### src/hdl/bb3_pkg.sv
// bb3_pkg: shared constants, types and codes for the 3x3 edge-shrink box filter.
// Used by every module under hdl/; depends on nothing.
`default_nettype none

package bb3_pkg;

    // Image geometry and field widths
    localparam int MAX_WIDTH       = 1024;
    localparam int COL_BITS        = $clog2(MAX_WIDTH);
    localparam int ROW_BITS        = 12;
    localparam int PIX_BITS        = 8;
    localparam int MEAN_BITS       = 16;
    localparam int WIDTH_REG_BITS  = 11;
    localparam int HEIGHT_REG_BITS = 12;

    // Config port
    localparam int CFG_INDEX_BITS = 1;
    localparam int CFG_DATA_BITS  = 12;
    localparam logic [CFG_INDEX_BITS-1:0] CFG_IMAGE_WIDTH  = 1'b0;
    localparam logic [CFG_INDEX_BITS-1:0] CFG_IMAGE_HEIGHT = 1'b1;

    // Reset geometry, kept as last index (size - 1)
    localparam logic [COL_BITS-1:0] RESET_WIDTH_LAST  = COL_BITS'(MAX_WIDTH - 1);
    localparam logic [ROW_BITS-1:0] RESET_HEIGHT_LAST = ROW_BITS'(767);

    // Sum of up to nine pixels
    localparam int SUM_BITS = PIX_BITS + 4;

    // Mean = floor(sum * 2^FRAC_BITS / n); n = 6 and n = 9 use a scaled reciprocal
    localparam int FRAC_BITS   = 8;
    localparam int RECIP_SHIFT = 16;
    localparam int RECIP_BITS  = 22;
    localparam int RECIP_SCALE = 2 ** (FRAC_BITS + RECIP_SHIFT);
    localparam logic [RECIP_BITS-1:0] RECIP6 = RECIP_BITS'((RECIP_SCALE + 5) / 6);
    localparam logic [RECIP_BITS-1:0] RECIP9 = RECIP_BITS'((RECIP_SCALE + 8) / 9);
    localparam int PROD_BITS = SUM_BITS + RECIP_BITS;

    // Stream payload widths
    localparam int IN_TDATA_BITS  = 8;
    localparam int OUT_FIELD_BITS = MEAN_BITS + ROW_BITS + COL_BITS;
    localparam int OUT_TDATA_BITS = ((OUT_FIELD_BITS + 7) / 8) * 8;
    localparam int OUT_PAD_BITS   = OUT_TDATA_BITS - OUT_FIELD_BITS;

    // Neighbor count of a result
    typedef enum logic [1:0] {
        DIV4,
        DIV6,
        DIV9
    } t_divisor;

    // Accepted pixel with its clamped coordinates
    typedef struct packed {
        logic [PIX_BITS-1:0] pix;
        logic [ROW_BITS-1:0] row;
        logic [COL_BITS-1:0] col;
        logic                last_col;
        logic                last_row;
    } t_pix_item;

    // One column of the two line stores: row r-2 (upper) and row r-1 (lower)
    typedef struct packed {
        logic [PIX_BITS-1:0] upper;
        logic [PIX_BITS-1:0] lower;
    } t_line_pair;

    // One result before division
    typedef struct packed {
        logic [SUM_BITS-1:0] sum;
        t_divisor            div;
        logic [ROW_BITS-1:0] row;
        logic [COL_BITS-1:0] col;
        logic                last;
    } t_job;

endpackage

`default_nettype wire

### src/hdl/bb3_ingest.sv
// bb3_ingest: config registers, row/column counters and the input item register.
// Clamps coordinates to the image size in use. Uses bb3_pkg.
`default_nettype none

module bb3_ingest (
    input  logic                                i_clk,
    input  logic                                i_rst_n,
    input  logic                                i_cfg_valid,
    input  logic [bb3_pkg::CFG_INDEX_BITS-1:0]  i_cfg_index,
    input  logic [bb3_pkg::CFG_DATA_BITS-1:0]   i_cfg_data,
    input  logic                                i_valid,
    input  logic [bb3_pkg::PIX_BITS-1:0]        i_pix,
    output logic                                o_ready,
    input  logic                                i_s2_load,
    output logic                                o_accept,
    output logic [bb3_pkg::COL_BITS-1:0]        o_rd_col,
    output logic                                o_s1_valid,
    output bb3_pkg::t_pix_item                  o_s1
);
    import bb3_pkg::*;

    logic [COL_BITS-1:0]       r_w_last, n_w_last;
    logic [ROW_BITS-1:0]       r_h_last, n_h_last;
    logic [ROW_BITS-1:0]       r_row, n_row;
    logic [COL_BITS-1:0]       r_col, n_col;
    logic                      r_s1_valid;
    t_pix_item                 r_s1;
    logic [WIDTH_REG_BITS-1:0] wv;
    logic [ROW_BITS-1:0]       hv;
    logic                      accept;
    logic                      last_col, last_row;
    logic [COL_BITS-1:0]       col_cl;
    logic [ROW_BITS-1:0]       row_cl;

    // Size registers hold the clamped last index
    always_comb begin
        wv = i_cfg_data[WIDTH_REG_BITS-1:0];
        hv = i_cfg_data[HEIGHT_REG_BITS-1:0];
        if (wv < WIDTH_REG_BITS'(2)) begin
            n_w_last = COL_BITS'(1);
        end else if (wv > WIDTH_REG_BITS'(MAX_WIDTH)) begin
            n_w_last = COL_BITS'(MAX_WIDTH - 1);
        end else begin
            n_w_last = COL_BITS'(wv - WIDTH_REG_BITS'(1));
        end
        if (hv < ROW_BITS'(2)) begin
            n_h_last = ROW_BITS'(1);
        end else begin
            n_h_last = hv - ROW_BITS'(1);
        end
    end

    always_ff @(posedge i_clk) begin
        if (!i_rst_n) begin
            r_w_last <= RESET_WIDTH_LAST;
            r_h_last <= RESET_HEIGHT_LAST;
        end else if (i_cfg_valid) begin
            case (i_cfg_index)
                CFG_IMAGE_WIDTH:  r_w_last <= n_w_last;
                CFG_IMAGE_HEIGHT: r_h_last <= n_h_last;
                default: ;
            endcase
        end
    end

    // Clamp counters; a counter at or past the last index counts as last
    assign last_col = (r_col >= r_w_last);
    assign last_row = (r_row >= r_h_last);
    assign col_cl   = last_col ? r_w_last : r_col;
    assign row_cl   = last_row ? r_h_last : r_row;

    assign o_ready  = !r_s1_valid || i_s2_load;
    assign accept   = i_valid && o_ready;
    assign o_accept = accept;
    assign o_rd_col = col_cl;

    // Raster counters
    always_comb begin
        if (last_col) begin
            n_col = '0;
            n_row = last_row ? '0 : row_cl + ROW_BITS'(1);
        end else begin
            n_col = col_cl + COL_BITS'(1);
            n_row = row_cl;
        end
    end

    always_ff @(posedge i_clk) begin
        if (!i_rst_n) begin
            r_row <= '0;
            r_col <= '0;
        end else if (accept) begin
            r_row <= n_row;
            r_col <= n_col;
        end
    end

    // Input item register
    always_ff @(posedge i_clk) begin
        if (!i_rst_n) begin
            r_s1_valid <= 1'b0;
        end else if (accept) begin
            r_s1_valid <= 1'b1;
        end else if (i_s2_load) begin
            r_s1_valid <= 1'b0;
        end
    end

    always_ff @(posedge i_clk) begin
        if (accept) begin
            r_s1.pix      <= i_pix;
            r_s1.row      <= row_cl;
            r_s1.col      <= col_cl;
            r_s1.last_col <= last_col;
            r_s1.last_row <= last_row;
        end
    end

    assign o_s1_valid = r_s1_valid;
    assign o_s1       = r_s1;

    // A held item stays put until the window takes it
    a_s1_hold: assert property (@(posedge i_clk) disable iff (!i_rst_n)
        (r_s1_valid && !i_s2_load) |=> (r_s1_valid && $stable(r_s1)))
        else $error("input item lost before the window took it");

    // The frame's last pixel wraps both counters
    a_frame_wrap: assert property (@(posedge i_clk) disable iff (!i_rst_n)
        (accept && last_col && last_row) |=> (r_row == '0 && r_col == '0))
        else $error("counters did not wrap after the last pixel");

endmodule

`default_nettype wire

### config.mk
export PLATFORM = sky130hd
export DESIGN_NAME = bb3_ingest
export DESIGN_NICKNAME = d
export VERILOG_FILES = /design/src/hdl/bb3_pkg.sv /design/src/hdl/bb3_ingest.sv
export SDC_FILE = /design/constraint.sdc
export NUM_CORES = 1
export LEC_CHECK = 0
export BUFFER_PORTS_ARGS = -buffer_cell sky130_fd_sc_hd__buf_2
export CORE_MARGIN = 1.5
export CORE_UTILIZATION = 51
export DETAILED_ROUTE_END_ITERATION = 7
export GPL_TIMING_DRIVEN = 0
export PLACE_DENSITY = 0.75
export SETUP_SLACK_MARGIN = 0.05
export SYNTH_ARGS = -nofsm -noshare
export SYNTH_HDL_FRONTEND = slang
export SYNTH_SLANG_ARGS = --single-unit
### constraint.sdc
create_clock -name i_clk -period 3 [get_ports i_clk]
set_input_delay 0.6 -clock i_clk [delete_from_list [all_inputs] [get_ports i_clk]]
set_output_delay 0.6 -clock i_clk [all_outputs]
set_load 0.005 [all_outputs]
-- Word-level counts from Yosys, hierarchy flattened
Index checks and enable logic that the tools add are counted.
Widths: inputs -> output; s select.
- register bits: 77
- output and inout port bits: 45
- bits of input ports: 26
- word-level logic and storage cells: 36
- bitwise gates (word level): 1
- add/subtract/negate cells: 4
- magnitude comparators: 5
- muxes and demuxes: 10
- reduce and logical (&&, ||, !) cells: 6
- operators by type and width (cell ; number):
    $mux 12 ; 4
    $mux 10 ; 4
    $add 12x1->12 const B ; 1
    $ge 12x12->1 ; 1
    $lt 12x2->1 const B ; 1
    $sub 12x1->12 const B ; 1
    $gt 11x11->1 const B ; 1
    $lt 11x2->1 const B ; 1
    $add 10x1->10 const B ; 1
    $ge 10x10->1 ; 1
    $sub 10x1->10 const B ; 1
    $reduce_and 2->1 ; 2
    $mux 1 ; 2
    $reduce_bool 2->1 ; 1
    $logic_and 1x1->1 ; 1
    $logic_not 1->1 ; 1
    $logic_or 1x1->1 ; 1
    $not 1->1 ; 1

-- Logic depth before layout (Yosys ltp)
- depth after elaboration: 5
- mapped depth: 16
- mapped depth without buffers: 15

-- Worst setup path before layout
OpenSTA, ideal clock, no wires.
- path kind: in2reg
- start point: in i_s2_load
- end point: reg r_row[7]
- path buffers: 1
- arrival time: 3048 ps
- required time: 2894 ps
- path slack: -154 ps
- cell stages on the path: 8
- cell sequence: nand2b_1 -> nand2_1 -> inv_1 -> clkbuf_1 -> nand2_1 -> nor2_1 -> nand3_1 -> o311ai_0
- word-level cells in the longest chain between the ends: 2
- ends and longest elaborated chain (element ; line ; source):
    start, declared ; bb3_ingest.sv:14 ; input logic i_s2_load,
    $logic_or 1x1->1 ; bb3_ingest.sv:72 ; assign o_ready = !r_s1_valid || i_s2_load;
    $logic_and 1x1->1 ; bb3_ingest.sv:73 ; assign accept = i_valid && o_ready;
    named net o_accept ; bb3_ingest.sv:15 ; output logic o_accept,
    end signal, assigned ; bb3_ingest.sv:93 ; r_row <= n_row;
    end, declared ; bb3_ingest.sv:24 ; logic [ROW_BITS-1:0] r_row, n_row;
The timed path passes the listed nets, and every way through them passes these cells.
A chain may end at the register's enable or synchronous reset.

-- Worst setup path in the final report
- start point: reg r_w_last[3]
- end point: out o_rd_col[0] (netlist bit)
- word-level cells in the longest chain between the ends: 2
- ends and longest elaborated chain (element ; line ; source):
    start, declared ; bb3_ingest.sv:22 ; logic [COL_BITS-1:0] r_w_last, n_w_last;
    start signal, assigned ; bb3_ingest.sv:59 ; CFG_IMAGE_WIDTH: r_w_last <= n_w_last;
    $ge 10x10->1 ; bb3_ingest.sv:67 ; assign last_col = (r_col >= r_w_last);
    named net last_col ; bb3_ingest.sv:31 ; logic last_col, last_row;
    $mux 10 ; bb3_ingest.sv:69 ; assign col_cl = last_col ? r_w_last : r_col;
    end, declared ; bb3_ingest.sv:16 ; output logic [bb3_pkg::COL_BITS-1:0] o_rd_col,
The timed path passes the listed nets, and every way through them passes these cells.

==> results.sh <==
export IMPL_status="complete, no violations"
export IMPL_ioPinCount=71
export IMPL_synth_area_sq_um=4150
export IMPL_die_area_sq_um=8690
export IMPL_path_max_fanout=6
export IMPL_skew_ns=0.0162
export IMPL_drive_gt1_share_pct=28.8
export IMPL_grt_pass1_vias=3438
export IMPL_drt_vias_per_instance=5.97
export IMPL_antenna_found_initial=0
export IMPL_place_ws_ns=-0.643
export IMPL_grt_overflow_total=0
export IMPL_start_util_pct=53.2
export IMPL_synthesis_nets=490
export IMPL_wl_per_cell_um=17.6
export IMPL_fin_ws_ns=0.102
export IMPL_vdd_drop_max_mv=0.190
export IMPL_worstPathRequired_ns=2.40
export IMPL_critical_path_class="flip-flop to output pin"
export IMPL_pwr_density_cell_nw_per_um2=428
export IMPL_cp_slowest_cell="dfxtp_4"
export IMPL_clock_sinks=77
export IMPL_synth_top_area_cell="edfxtp_1"
export IMPL_synth_ff_type="dfxtp_1"
export IMPL_clockRootBuffer="clkbuf_8"
export IMPL_via_count=3800
export IMPL_die_y_um=93.2
export IMPL_cts_hold_buf=0
export IMPL_nets=580
export IMPL_dr_pass1_iters=6
export IMPL_timing_final_crit_period_ns=2.90
export IMPL_avgSynthCellArea_sq_um=9.46
export IMPL_drc_errors=0
export IMPL_clk_pin_slew_ns=0.09
export IMPL_finalHoldViolations=0
export IMPL_grt_max_degree=43
export IMPL_netlist_area_leader_share_pct=23.1
export IMPL_min_path_type="input pin to flip-flop"
export IMPL_yosysWarnings=0
export IMPL_worstPathCellList="inv_1 -> ha_1 -> a21o_1 -> a21oi_2 -> nor2_2 -> a211oi_4 -> buf_6 -> inv_2 -> buf_8 -> o21ai_4 -> buf_2"
export IMPL_antenna_cells=0
export IMPL_first_iter_violations=310
export IMPL_synthToLayoutAreaGrowth_pct=23.7
export IMPL_slew_viol_final=0
export IMPL_core_sq_um=7810
export IMPL_ant_nets=0
export IMPL_layout_commonest_cell="buf_2"
export IMPL_fp_row_count=32
export IMPL_final_cell_mix="buf_2, nand2_1, dfxtp_1"
export IMPL_yosys_top_cells_area="edfxtp_1, dfxtp_1, ha_1, nand2_1, o21ai_0"
export IMPL_ys_ff_latch=77
export IMPL_clock_path_buffers=2
export IMPL_synth_edff_count=32
export IMPL_leakagePower_nw=2.21
export IMPL_rsz0062_at_grt="true"
export IMPL_async_reset_ff_share_pct=0
export IMPL_timing_fmax_ghz=0.345
export IMPL_slew_headroom_pct=37.7
export IMPL_dpl_hpwl_um=7620
export IMPL_port_buffers=68
export IMPL_period_share_pct=96.6
export IMPL_htreeDepth=3
export IMPL_drv_cap=0
export IMPL_syn_inst=439
export IMPL_gp_congestion=0.932
export IMPL_ys_types=54
export IMPL_cp_start_kind="flip-flop"
export IMPL_grt_usage_pct=25.6
export IMPL_grt_first_pass_wirelength_um=17300
export IMPL_tritoncts="built"
export IMPL_cp_end_kind="output pin"
export IMPL_routed_wl_um=11200
export IMPL_arrival_ns=2.30
export IMPL_worst_pin_slew_ns=0.934
export IMPL_die_w_um=93.2
export IMPL_worstSkewPairLatency_ns=0.35
export IMPL_slowest_delay_ns=0.37
export IMPL_finalSetupViolCount=0
export IMPL_cts_buffers=9
export IMPL_hold_slack_ns=0.411
export IMPL_yosysSeqAreaShare_pct=44.8
==> sequential cells by signal, summed over array words and instances (netlist names) <==
| register | cells |
|---|---|
| r_col | 10 |
| o_s1_valid | 1 |
| r_row | 12 |
| o_s1 | 32 |
| r_w_last | 10 |
| r_h_last | 12 |
==> cells by family (layout without fill, tap and decap cells) <==
logic type | count (synthesis) | count (layout) | share of synthesized area (%)
flip-flops | 77 | 77 | 44.8
AND/OR/NAND/NOR | 142 | 142 | 17.5
XOR/XNOR | 19 | 19 | 4.01
adder cells (fa/ha/maj) | 25 | 25 | 7.53
buffers and inverters | 51 | 146 | 4.82
multiplexers | 11 | 11 | 2.86
AO/OA/AOI/OAI | 114 | 114 | 18.4
==> stage by stage <==
| stage | instances | utilization, % | cell area (sq um) | setup TNS, ns | total power, mW |
|---|---|---|---|---|---|
| 4_1_cts | 629 | 64.0 | 4990 | 0 | 2.18 |
| 5_1_grt | 636 | 65.8 | 5140 | -0.0365 | 2.28 |
| 2_1_floorplan | 439 | - | 4150 | 0 | 1.30 |
| 6_report | 636 | 65.8 | 5140 | 0 | 2.20 |
| 3_3_place_gp | 609 | 59.2 | 4620 | -3.84 | 1.39 |
| 3_5_place_dp | 609 | 59.2 | 4620 | -4.92 | 1.40 |
==> report_power, final <==
| group | internal (mW) | leakage, nW | switching, mW |
|---|---|---|---|
| clock network | 0.387 | 0.0976 | 0.404 |
| logic | 0.0973 | 1.43 | 0.147 |
| registers | 1.13 | 0.687 | 0.0271 |
==> final timing paths <==
check / slack [ns] / end / start / depth (start not counted)
setup / recovery: 0.10 / o_rd_col[0] / r_w_last[3]$_SDFFE_PN1P_ / 11
hold / removal: 0.41 / o_s1[28]$_DFFE_PP_ / i_pix[4] / 1
setup reg to reg: 0.17 / r_col[8]$_SDFFE_PN0P_ / r_w_last[3]$_SDFFE_PN1P_ / 16
hold reg to reg: 0.49 / r_w_last[8]$_SDFFE_PN1P_ / r_w_last[8]$_SDFFE_PN1P_ / 2
==> cell usage after synthesis (all sizes together) (2+ instances only) <==
library cell  count
nand2            48
dfxtp            45
o21ai            39
inv              33
edfxtp           32
a21oi            25
ha               25
nor2             19
clkbuf           16
nand3            15
xnor2            13
nand2b           11
nand4            11
o211ai           10
and3              9
mux2              7
or3               6
xor2              6
nor3              5
o221ai            5
o311ai            5
a221o             4
a32oi             4
and4              4
mux2i             4
a211o             3
a22oi             3
nor2b             3
nor4              3
or4               3
a21o              2
a31oi             2
and2              2
buf               2
o21a              2
o22ai             2
==> final cells by class <==
| type | instances | area, sq um |
|---|---|---|
| Timing Repair Buffer | 82 | 459 |
| Clock buffer | 9 | 124 |
| Clock inverter | 7 | 72.6 |
| Tap cell | 102 | 128 |
| Fill cell | 645 | 2670 |
| Sequential cell | 77 | 1880 |
| Multi-Input combinational cell | 311 | 2250 |
| Buffer | 15 | 98.8 |
| Inverter | 33 | 126 |
==> metal layers <==
layer | track usage, % | vias up | part of all wire, %
li1 | - | 1797 | -
met1 | 35.1 | 1800 | 44
met2 | 40.1 | 176 | 47
met3 | 2.76 | 27 | 5.8
met4 | 12.4 | 0 | 2.6
met5 | 0 | - | 0
==> worst max-delay path, delay by kind of cell (launching register included) <==
kind	cells	cell delay, ns
AO/OA/AOI/OAI	4	0.68
buffers and inverters	5	0.55
AND/OR/NAND/NOR	1	0.07
flip-flops	1	0.37
adder cells (fa/ha/maj)	1	0.30
==> what timing repair did <==
action / CTS / global route
endpoints found under the setup margin: 20 / 24
pin swaps: 4 / 9
resized for setup: 39 / 33
gates cloned: 1 / 0
setup buffers: 5 / 8
hold endpoints to repair: 0 / 0
(Power assumes the default switching activity.)
