===== src/hdl/bb3_pkg.sv =====
// bb3_pkg: shared constants, types and codes for the 3x3 edge-shrink box filter.
// Used by every module under hdl/; depends on nothing.
`default_nettype none

package bb3_pkg;

    // Image geometry and field widths
    localparam int MAX_WIDTH       = 1024;
    localparam int COL_BITS        = $clog2(MAX_WIDTH);
    localparam int ROW_BITS        = 12;
    localparam int PIX_BITS        = 8;
    localparam int MEAN_BITS       = 16;
    localparam int WIDTH_REG_BITS  = 11;
    localparam int HEIGHT_REG_BITS = 12;

    // Config port
    localparam int CFG_INDEX_BITS = 1;
    localparam int CFG_DATA_BITS  = 12;
    localparam logic [CFG_INDEX_BITS-1:0] CFG_IMAGE_WIDTH  = 1'b0;
    localparam logic [CFG_INDEX_BITS-1:0] CFG_IMAGE_HEIGHT = 1'b1;

    // Reset geometry, kept as last index (size - 1)
    localparam logic [COL_BITS-1:0] RESET_WIDTH_LAST  = COL_BITS'(MAX_WIDTH - 1);
    localparam logic [ROW_BITS-1:0] RESET_HEIGHT_LAST = ROW_BITS'(767);

    // Sum of up to nine pixels
    localparam int SUM_BITS = PIX_BITS + 4;

    // Mean = floor(sum * 2^FRAC_BITS / n); n = 6 and n = 9 use a scaled reciprocal
    localparam int FRAC_BITS   = 8;
    localparam int RECIP_SHIFT = 16;
    localparam int RECIP_BITS  = 22;
    localparam int RECIP_SCALE = 2 ** (FRAC_BITS + RECIP_SHIFT);
    localparam logic [RECIP_BITS-1:0] RECIP6 = RECIP_BITS'((RECIP_SCALE + 5) / 6);
    localparam logic [RECIP_BITS-1:0] RECIP9 = RECIP_BITS'((RECIP_SCALE + 8) / 9);
    localparam int PROD_BITS = SUM_BITS + RECIP_BITS;

    // Stream payload widths
    localparam int IN_TDATA_BITS  = 8;
    localparam int OUT_FIELD_BITS = MEAN_BITS + ROW_BITS + COL_BITS;
    localparam int OUT_TDATA_BITS = ((OUT_FIELD_BITS + 7) / 8) * 8;
    localparam int OUT_PAD_BITS   = OUT_TDATA_BITS - OUT_FIELD_BITS;

    // Neighbor count of a result
    typedef enum logic [1:0] {
        DIV4,
        DIV6,
        DIV9
    } t_divisor;

    // Accepted pixel with its clamped coordinates
    typedef struct packed {
        logic [PIX_BITS-1:0] pix;
        logic [ROW_BITS-1:0] row;
        logic [COL_BITS-1:0] col;
        logic                last_col;
        logic                last_row;
    } t_pix_item;

    // One column of the two line stores: row r-2 (upper) and row r-1 (lower)
    typedef struct packed {
        logic [PIX_BITS-1:0] upper;
        logic [PIX_BITS-1:0] lower;
    } t_line_pair;

    // One result before division
    typedef struct packed {
        logic [SUM_BITS-1:0] sum;
        t_divisor            div;
        logic [ROW_BITS-1:0] row;
        logic [COL_BITS-1:0] col;
        logic                last;
    } t_job;

endpackage

`default_nettype wire


===== src/hdl/bb3_divide.sv =====
// bb3_divide: divides a neighbor sum by 4, 6 or 9 into 8.8 fixed point and
// holds the output register. Uses bb3_pkg.
`default_nettype none

module bb3_divide (
    input  logic                             i_clk,
    input  logic                             i_rst_n,
    input  logic                             i_job_valid,
    input  bb3_pkg::t_job                    i_job,
    output logic                             o_job_ready,
    output logic                             o_valid,
    input  logic                             i_ready,
    output logic [bb3_pkg::MEAN_BITS-1:0]    o_mean,
    output logic [bb3_pkg::ROW_BITS-1:0]     o_row,
    output logic [bb3_pkg::COL_BITS-1:0]     o_col,
    output logic                             o_last
);
    import bb3_pkg::*;

    logic                   r_valid;
    logic [MEAN_BITS-1:0]   r_mean, n_mean;
    logic [ROW_BITS-1:0]    r_row;
    logic [COL_BITS-1:0]    r_col;
    logic                   r_last;
    logic [RECIP_BITS-1:0]  recip;
    logic [PROD_BITS-1:0]   prod;
    logic                   load;

    assign o_job_ready = !r_valid || i_ready;
    assign load        = i_job_valid && o_job_ready;

    // Divide by 4 is a shift; 6 and 9 multiply by a rounded-up reciprocal
    always_comb begin
        case (i_job.div)
            DIV6:    recip = RECIP6;
            default: recip = RECIP9;
        endcase
        prod = PROD_BITS'(i_job.sum) * PROD_BITS'(recip);
        case (i_job.div)
            DIV4:    n_mean = MEAN_BITS'({i_job.sum, {(FRAC_BITS - 2){1'b0}}});
            default: n_mean = prod[RECIP_SHIFT +: MEAN_BITS];
        endcase
    end

    // Output register
    always_ff @(posedge i_clk) begin
        if (!i_rst_n) begin
            r_valid <= 1'b0;
        end else if (load) begin
            r_valid <= 1'b1;
        end else if (i_ready) begin
            r_valid <= 1'b0;
        end
    end

    always_ff @(posedge i_clk) begin
        if (load) begin
            r_mean <= n_mean;
            r_row  <= i_job.row;
            r_col  <= i_job.col;
            r_last <= i_job.last;
        end
    end

    assign o_valid = r_valid;
    assign o_mean  = r_mean;
    assign o_row   = r_row;
    assign o_col   = r_col;
    assign o_last  = r_last;

    // A mean of 8-bit pixels never exceeds 255.0
    a_mean_range: assert property (@(posedge i_clk) disable iff (!i_rst_n)
        r_valid |-> (r_mean <= MEAN_BITS'(16'hFF00)))
        else $error("mean out of range");

endmodule

`default_nettype wire

===== config.mk =====
export PLATFORM = sky130hd
export DESIGN_NAME = bb3_divide
export DESIGN_NICKNAME = d
export VERILOG_FILES = /design/src/hdl/bb3_pkg.sv /design/src/hdl/bb3_divide.sv
export SDC_FILE = /design/constraint.sdc
export NUM_CORES = 1
export LEC_CHECK = 0
export BUFFER_PORTS_ARGS = -buffer_cell sky130_fd_sc_hd__clkbuf_2
export CORE_ASPECT_RATIO = 0.7
export CORE_MARGIN = 2
export CORE_UTILIZATION = 60
export DETAILED_ROUTE_END_ITERATION = 7
export PLACE_DENSITY = 0.83
export SETUP_SLACK_MARGIN = 0.4
export SYNTH_ARGS = -nofsm -noshare
export SYNTH_HDL_FRONTEND = slang
export SYNTH_SLANG_ARGS = --single-unit
export TNS_END_PERCENT = 10

===== constraint.sdc =====
create_clock -name i_clk -period 11.1 [get_ports i_clk]
set_input_delay 3.33 -clock i_clk [delete_from_list [all_inputs] [get_ports i_clk]]
set_output_delay 3.33 -clock i_clk [all_outputs]
set_load 0.01 [all_outputs]

After elaboration in Yosys (flattened, before gate mapping)
Index checks and enable logic that the tools add are counted.
{"block": "classes", "multipliers": 1, "eq_ne": 1, "muxes": 4, "n_reduce_logical": 5}
{"cell": "12-bit by 22-bit multiplier with 32-bit output", "count": 1}
{"cell": "22-bit 2-to-1 mux", "count": 1}
{"cell": "16-bit 2-to-1 mux", "count": 1}
{"cell": "2-bit by 1-bit == test with 1-bit output, second input constant", "count": 1}
{"cell": "2-bit logical NOT", "count": 1}
{"cell": "1-bit 2-to-1 mux", "count": 2}
{"cell": "2-bit nonzero test", "count": 1}
{"cell": "1-bit logical AND", "count": 1}
{"cell": "1-bit logical NOT", "count": 1}
{"cell": "1-bit logical OR", "count": 1}
{"block": "word_totals", "regBits": 40, "inputBits": 41, "out_inout_bits": 41, "wordCells": 17}

Depth between registers and ports, before layout
Gate-level depths: netlist (run 1).
{"block": "depth", "ltp_word": 4, "ltp_mapped": 24, "ltp_nobuf": 22}

Worst setup path before layout (run 1)
OpenSTA, ideal clock, no wires.
{"block": "synth_path", "path_type": "input -> register", "from": "input i_job[24] (netlist name)", "to": "register r_mean[12] (netlist: o_mean[12]) (data pin)", "arrival_ps": 8425, "required_ps": 10964, "slack_ps": 2540, "stages": 21, "cell_sequence": "nand2b_1 > clkbuf_1 > clkbuf_1 > nand2_1 > fa_1 > inv_1 > fa_1 > inv_1 > fa_1 > fa_1 > fa_1 > inv_1 > ha_1 > a21o_1 > a21oi_2 > and3_1 > a31oi_1 > a21oi_2 > o21bai_2 > or4b_1 > nand3_1"}
{"block": "synth_via", "elab_chain_cells": 4, "elab_cells_between_ends": 5, "cone_classes": "mul: 1; eq/ne: 1; mux: 2; reduce/logical: 1"}
{"item": "start: declaration", "line": "bb3_divide.sv:9", "source": "input bb3_pkg::t_job i_job,"}
{"item": "2-bit by 1-bit == test with 1-bit output", "line": "bb3_divide.sv:34", "source": "case (i_job.div)"}
{"item": "22-bit 2-to-1 mux", "line": "bb3_divide.sv:34"}
{"item": "12-bit by 22-bit multiplier with 32-bit output", "line": "bb3_divide.sv:38", "source": "prod = PROD_BITS'(i_job.sum) * PROD_BITS'(recip);"}
{"item": "16-bit 2-to-1 mux *", "line": "bb3_divide.sv:39", "source": "case (i_job.div)"}
{"item": "net n_mean[12]", "line": "bb3_divide.sv:21", "source": "logic [MEAN_BITS-1:0] r_mean, n_mean;"}
{"item": "end signal: assignment", "line": "bb3_divide.sv:58", "source": "r_mean <= n_mean;"}
{"item": "end: declaration", "line": "bb3_divide.sv:21"}
Mark *: on every way through the listed nets, which the timed path passes. The rest lies on a longest branch.
A chain may end at the register's enable or synchronous reset.

Worst setup path after layout (run 1)
{"block": "layout_path", "from": "input i_job[23] (netlist name)", "to": "register r_mean[15] (netlist: o_mean[15]) (data pin)"}
Same word-level chain as after synthesis.

==> results.cfg, run 1 <==
[outcome]
status = finished clean

[clock_network]
cts_resized = 0
cts_tree = yes
cts_max_level = 2
cts_setup_buffers = 0
clk_latency_ns = 0.28
clkSinkCount = 40
clkTransAtPathRegs_ns = 0.06
numCtsBuffers = 5
clockBufferDepth = 2
holdBufCountCts = 0
cts-root-buf = clkbuf_16

[setup_path]
crit_type = in2reg
worstSetupStartpoint = i_job[23]
rr_worst_depth = 2
required_ns = 11.13
cp_max_fo = 15
reg2reg_to = o_col[0]$_DFFE_PP_
cp-end-kind = register
crit_end = o_mean[15]$_DFFE_PP_
crit_arrival_ns = 9.50
r2r_start = o_valid$_SDFFE_PN0P_
rrSetupSlack_ns = 9.56
start_kind = input pin

[synthesis]
synth_cell_types = 48
ys_seq_area_share_pct = 20.0
syn_area_sq_um = 5950
async_flop_share_pct = 0
ys_ff_latch = 40
ys.flop_type = edfxtp_1
ys_warn_count = 0
syn_inst = 579
syn_avg_cell_area_sq_um = 10.3
synth_edf_count = 39

[global_route]
grt-ovfl-total = 0
grt_pass1_wl_mm = 22.3
grt_max_degree = 40
antenna_found_initial = 0
grt_pass1_vias = 4426
track_usage_pct = 27.8

[sta]
finalSetupViolCount = 0
fin_crit_ns = 9.47
fin_crit_sh_pct = 85.3
hold_violations = 0
worstMarginPinSlew_ns = 1.21
slew_violations = 0
rsz0062_at_grt = false
fmaxAchievable_ghz = 0.106
finClkSkew_ns = 0.00698
tns_ns = 0
maxSlewHeadroom_pct = 19.3

[floorplan]
die_h_um = 87.3
num_rows = 30
ios = 82
die_area_sq_um = 10700
start_util_pct = 61.5
die_w_um = 123
core-area_sq_um = 9680

[finish]
area_delta_synth_final_pct = 12.5
mostFrequentLayoutCells = inv_1, fa_1, clkbuf_2, ha_1, nand2_1
final_common_cell = inv_1
layout-drive-gt1-share_pct = 16.0
n_antenna_cell = 0
fin_nets = 887

[routing]
wire_per_inst_um = 17.0
dr.pass1.iters = 5
drc_errors = 0
postRouteAntennaNets = 0
drt_iter0_markers = 219
routed_via_density = 5.24
vias = 4182
wirelength_mm = 13.6

[placement]
place_congestion = 1.01
port_buffers = 81
dp_hpwl_mm = 12.0

[min_path]
min_path_type = reg2reg

[flow_run]
maxCapViolations = 0
-- cells by family after synthesis --
family          Yosys count  share of synthesized area (%)
compound gates           64                           7.90
xor+xnor                 21                           3.09
fa+ha+maj               177                           49.8
buf+inv                 178                           11.2
flops                    40                           20.0
mux                       1                          0.168
other cells               2                          0.126
simple gates             96                           7.65
-- registers in the layout, summed over array words and instances, names as in the netlist --
name / count
o_mean: 16
o_col: 10
o_row: 12
o_last: 1
o_valid: 1
-- how the worst min path moves through the flow --
stage | start | end | slack, ns | depth (start not counted)
2_1_floorplan | o_valid$_SDFFE_PN0P_ | o_valid$_SDFFE_PN0P_ | 0.61 | 2
3_3_place_gp | o_valid$_SDFFE_PN0P_ | o_valid$_SDFFE_PN0P_ | 0.51 | 2
3_5_place_dp | o_valid$_SDFFE_PN0P_ | o_valid$_SDFFE_PN0P_ | 0.53 | 2
4_1_cts | o_valid$_SDFFE_PN0P_ | o_valid$_SDFFE_PN0P_ | 0.55 | 2
5_1_grt | o_valid$_SDFFE_PN0P_ | o_valid$_SDFFE_PN0P_ | 0.58 | 2
6_report | o_valid$_SDFFE_PN0P_ | o_valid$_SDFFE_PN0P_ | 0.55 | 2
-- layout make-up --
type / count / area [sq um]
Tap cell: 128 / 160
Clock buffer: 5 / 125
Timing Repair Buffer: 82 / 413
Clock inverter: 3 / 42.5
Fill cell: 760 / 2990
Inverter: 166 / 623
Sequential cell: 40 / 1190
Multi-Input combinational cell: 374 / 4140
-- cell usage after synthesis (2+ instances only) --
cell type,n,area [sq um]
nand4b_1,3,26.3
inv_1,166,623
and2_1,8,50.1
nor2_1,17,63.8
xor2_1,4,35.0
o21ai_0,11,55.1
a31oi_1,3,18.8
nor3_1,3,15.0
ha_1,77,963
o21ai_1,3,15.0
a21o_1,6,45.0
nand4_1,2,12.5
nand2_1,41,154
a21oi_1,15,75.1
edfxtp_1,39,1170
clkbuf_1,12,45.0
or2_2,4,25.0
xnor2_1,17,149
o21bai_1,5,37.5
conb_1,2,7.51
a21oi_2,4,35.0
nand3_1,9,45.0
fa_1,100,2000
nand2b_1,3,18.8
o31ai_1,2,15.0
-- layer usage --
layer	share of wire [%]	routed length (um)	GRT usage, %
met5	0	0	0
met4	2.1	281	5.89
met3	9.5	1290	9.23
met2	44	5930	41.4
met1	45	6060	39.9
-- worst max-delay path: stages --
cell	delay (ns)
clkbuf_2	0.11
nor2b_1	0.94
nand2_1	0.31
fa_1	0.51
fa_1	0.53
inv_1	0.06
fa_1	0.51
fa_1	0.55
inv_1	0.06
fa_1	0.50
inv_1	0.05
ha_1	0.37
a21oi_1	0.12
o21ai_1	0.26
a21oi_2	0.09
a31oi_1	0.40
nand3_1	0.25
a31oi_2	0.29
o21a_1	0.15
o31ai_1	0.08
-- per-stage QoR --
step | setup WS (ns) | hold WS [ns] | cell area (sq um) | utilization, % | std cells
3_3_place_gp | 1.81 | 0.514 | 6530 | 67.4 | 790
4_1_cts | 1.77 | 0.547 | 6700 | 69.2 | 798
3_5_place_dp | 1.51 | 0.531 | 6530 | 67.4 | 790
2_1_floorplan | 2.54 | 0.610 | 6000 | - | 592
6_report | 1.63 | 0.547 | 6700 | 69.2 | 798
5_1_grt | 1.41 | 0.583 | 6700 | 69.2 | 798
Power of run 1 is left out: the tool's default activity adds up to more than one toggle a clock period on the data nets, which glitch-free logic cannot reach.
==> run 2, diff against run 1 <==
Settings changed: CORE_UTILIZATION 60 to 61, PLACE_DENSITY 0.83 to 0.84.
==> run 2 against run 1 <==
Against the previous run: die area shrank 1.6%; core utilization grew 0.21 points; sequential share of layout area grew 0.083 points; flip-flop and latch count is the same; cell area shrank 0.47%; clock skew shrank 0.0026 ns; global-route usage grew 2.9 points; via count grew 3.8%; count of clock-buffer cells in the layout grew 2; register-to-register slack lost 0.04 ns.
==> results.cfg, run 2 (same netlist as run 1, synthesis figures left out) <==
[clock_network]
clkTransAtPathRegs_ns = 0.06
numCtsBuffers = 5
cts_resized = 0
clockBufferDepth = 2
cts_tree = yes
holdBufCountCts = 0
cts_max_level = 2
cts-root-buf = clkbuf_16
clkSinkCount = 40
cts_setup_buffers = 0
clk_latency_ns = 0.28

[setup_path]
cpMaxStageDelayCell = nor2b_1
critical_path.cell_chain = clkbuf_2, nor2b_1, nand2_1, fa_1, fa_1, inv_1, fa_1, fa_1, inv_1, fa_1, inv_1, ha_1, a21oi_1, o21ai_1, a21oi_2, a31oi_1, nand3_1, a31oi_2, nor3_1, o31ai_1
start_kind = input pin
required_ns = 11.17
crit_path_frequent_cell = fa_1
crit_family = adder cells
critPathBufInv = 4
crit_path_max_incr_delay_ns = 0.83
cp-end-kind = register
cp_max_fo = 15
crit_arrival_ns = 9.56
crit_type = in2reg

[routing]
wire_per_inst_um = 18.4
routed_via_density = 5.44
drc_errors = 0
drt_iter0_markers = 388
postRouteAntennaNets = 0
wirelength_mm = 14.7
dr.pass1.iters = 5
vias = 4342

[sta]
fin_crit_ns = 9.50
fmaxAchievable_ghz = 0.105
worstMarginPinSlew_ns = 1.05
maxSlewHeadroom_pct = 29.9
fin_crit_sh_pct = 85.6
finClkSkew_ns = 0.00434
rsz0062_at_grt = false
tns_ns = 0
slew_violations = 0
finalSetupViolCount = 0
setup_ws_ns = 1.60
hold_violations = 0

[min_path]
min_path_type = reg2reg

[placement]
place_area_sq_um = 6530
port_buffers = 81
dpl_worst_slack_ns = 1.52
dp_cells = 790
dp_hpwl_mm = 12.6
place_congestion = 1.02

[finish]
multi_input_area_sq_um = 4140
nFillCells = 731
regArea_sq_um = 1190
n_antenna_cell = 0
final_common_cell = inv_1
largest_reg_flops = 16
layout-drive-gt1-share_pct = 15.5
fin_cells = 798
fin_nets = 887
area_delta_synth_final_pct = 12.0
design_area_sq_um = 6670
mostFrequentLayoutCells = inv_1, fa_1, clkbuf_2, ha_1, nand2_1

[global_route]
grt_max_degree = 40
grt_pass1_vias = 4611
antenna_found_initial = 0
grt_pass1_wl_mm = 24.0
track_usage_pct = 30.7
grt-ovfl-total = 0

[floorplan]
ios = 82
die_area_sq_um = 10600
num_rows = 30
core-area_sq_um = 9610
die_h_um = 86.6
die_w_um = 122
start_util_pct = 61.9

[flow_run]
maxCapViolations = 0

[outcome]
status = finished clean
==> run 2: cell type report <==
class | instances | share of cell area (%)
Multi-Input combinational cell | 374 | 62.1
Tap cell | 128 | 2.40
Clock inverter | 1 | 0.0563
Clock buffer | 7 | 1.99
Timing Repair Buffer | 82 | 6.19
Sequential cell | 40 | 17.9
Inverter | 166 | 9.35
==> run 2: routing by layer <==
layer | part of all wire [%] | global-route usage [%] | up-vias
met5 | 0 | 0 | -
met3 | 10 | 8.36 | 22
met2 | 46 | 48.2 | 232
met1 | 42 | 43.9 | 2125
li1 | - | - | 1963
met4 | 1.5 | 5.12 | 0
==> run 2: worst paths after layout <==
path,from,to,slack (ns),cells after the start
max,i_job[23],o_mean[15]$_DFFE_PP_,1.60,20
min,o_valid$_SDFFE_PN0P_,o_valid$_SDFFE_PN0P_,0.55,2
max reg2reg,o_valid$_SDFFE_PN0P_,o_col[6]$_DFFE_PP_,9.52,2
min reg2reg,o_valid$_SDFFE_PN0P_,o_valid$_SDFFE_PN0P_,0.55,2
==> run 2: metrics by stage <==
stage / hold slack, ns / util (%)
after global routing: 0.569 / 69.4
after floorplan: 0.610 / -
after global placement: 0.514 / 68.0
final: 0.550 / 69.4
after CTS: 0.547 / 69.4
after detailed placement: 0.541 / 68.0
==> run 2: worst register-to-register path, delay by kind of cell, from the launching register on <==
family / cells / cell delay (ns)
DFF: 1 / 0.31
and+or+nand+nor: 2 / 0.88
Power of run 2 is left out for the same reason.
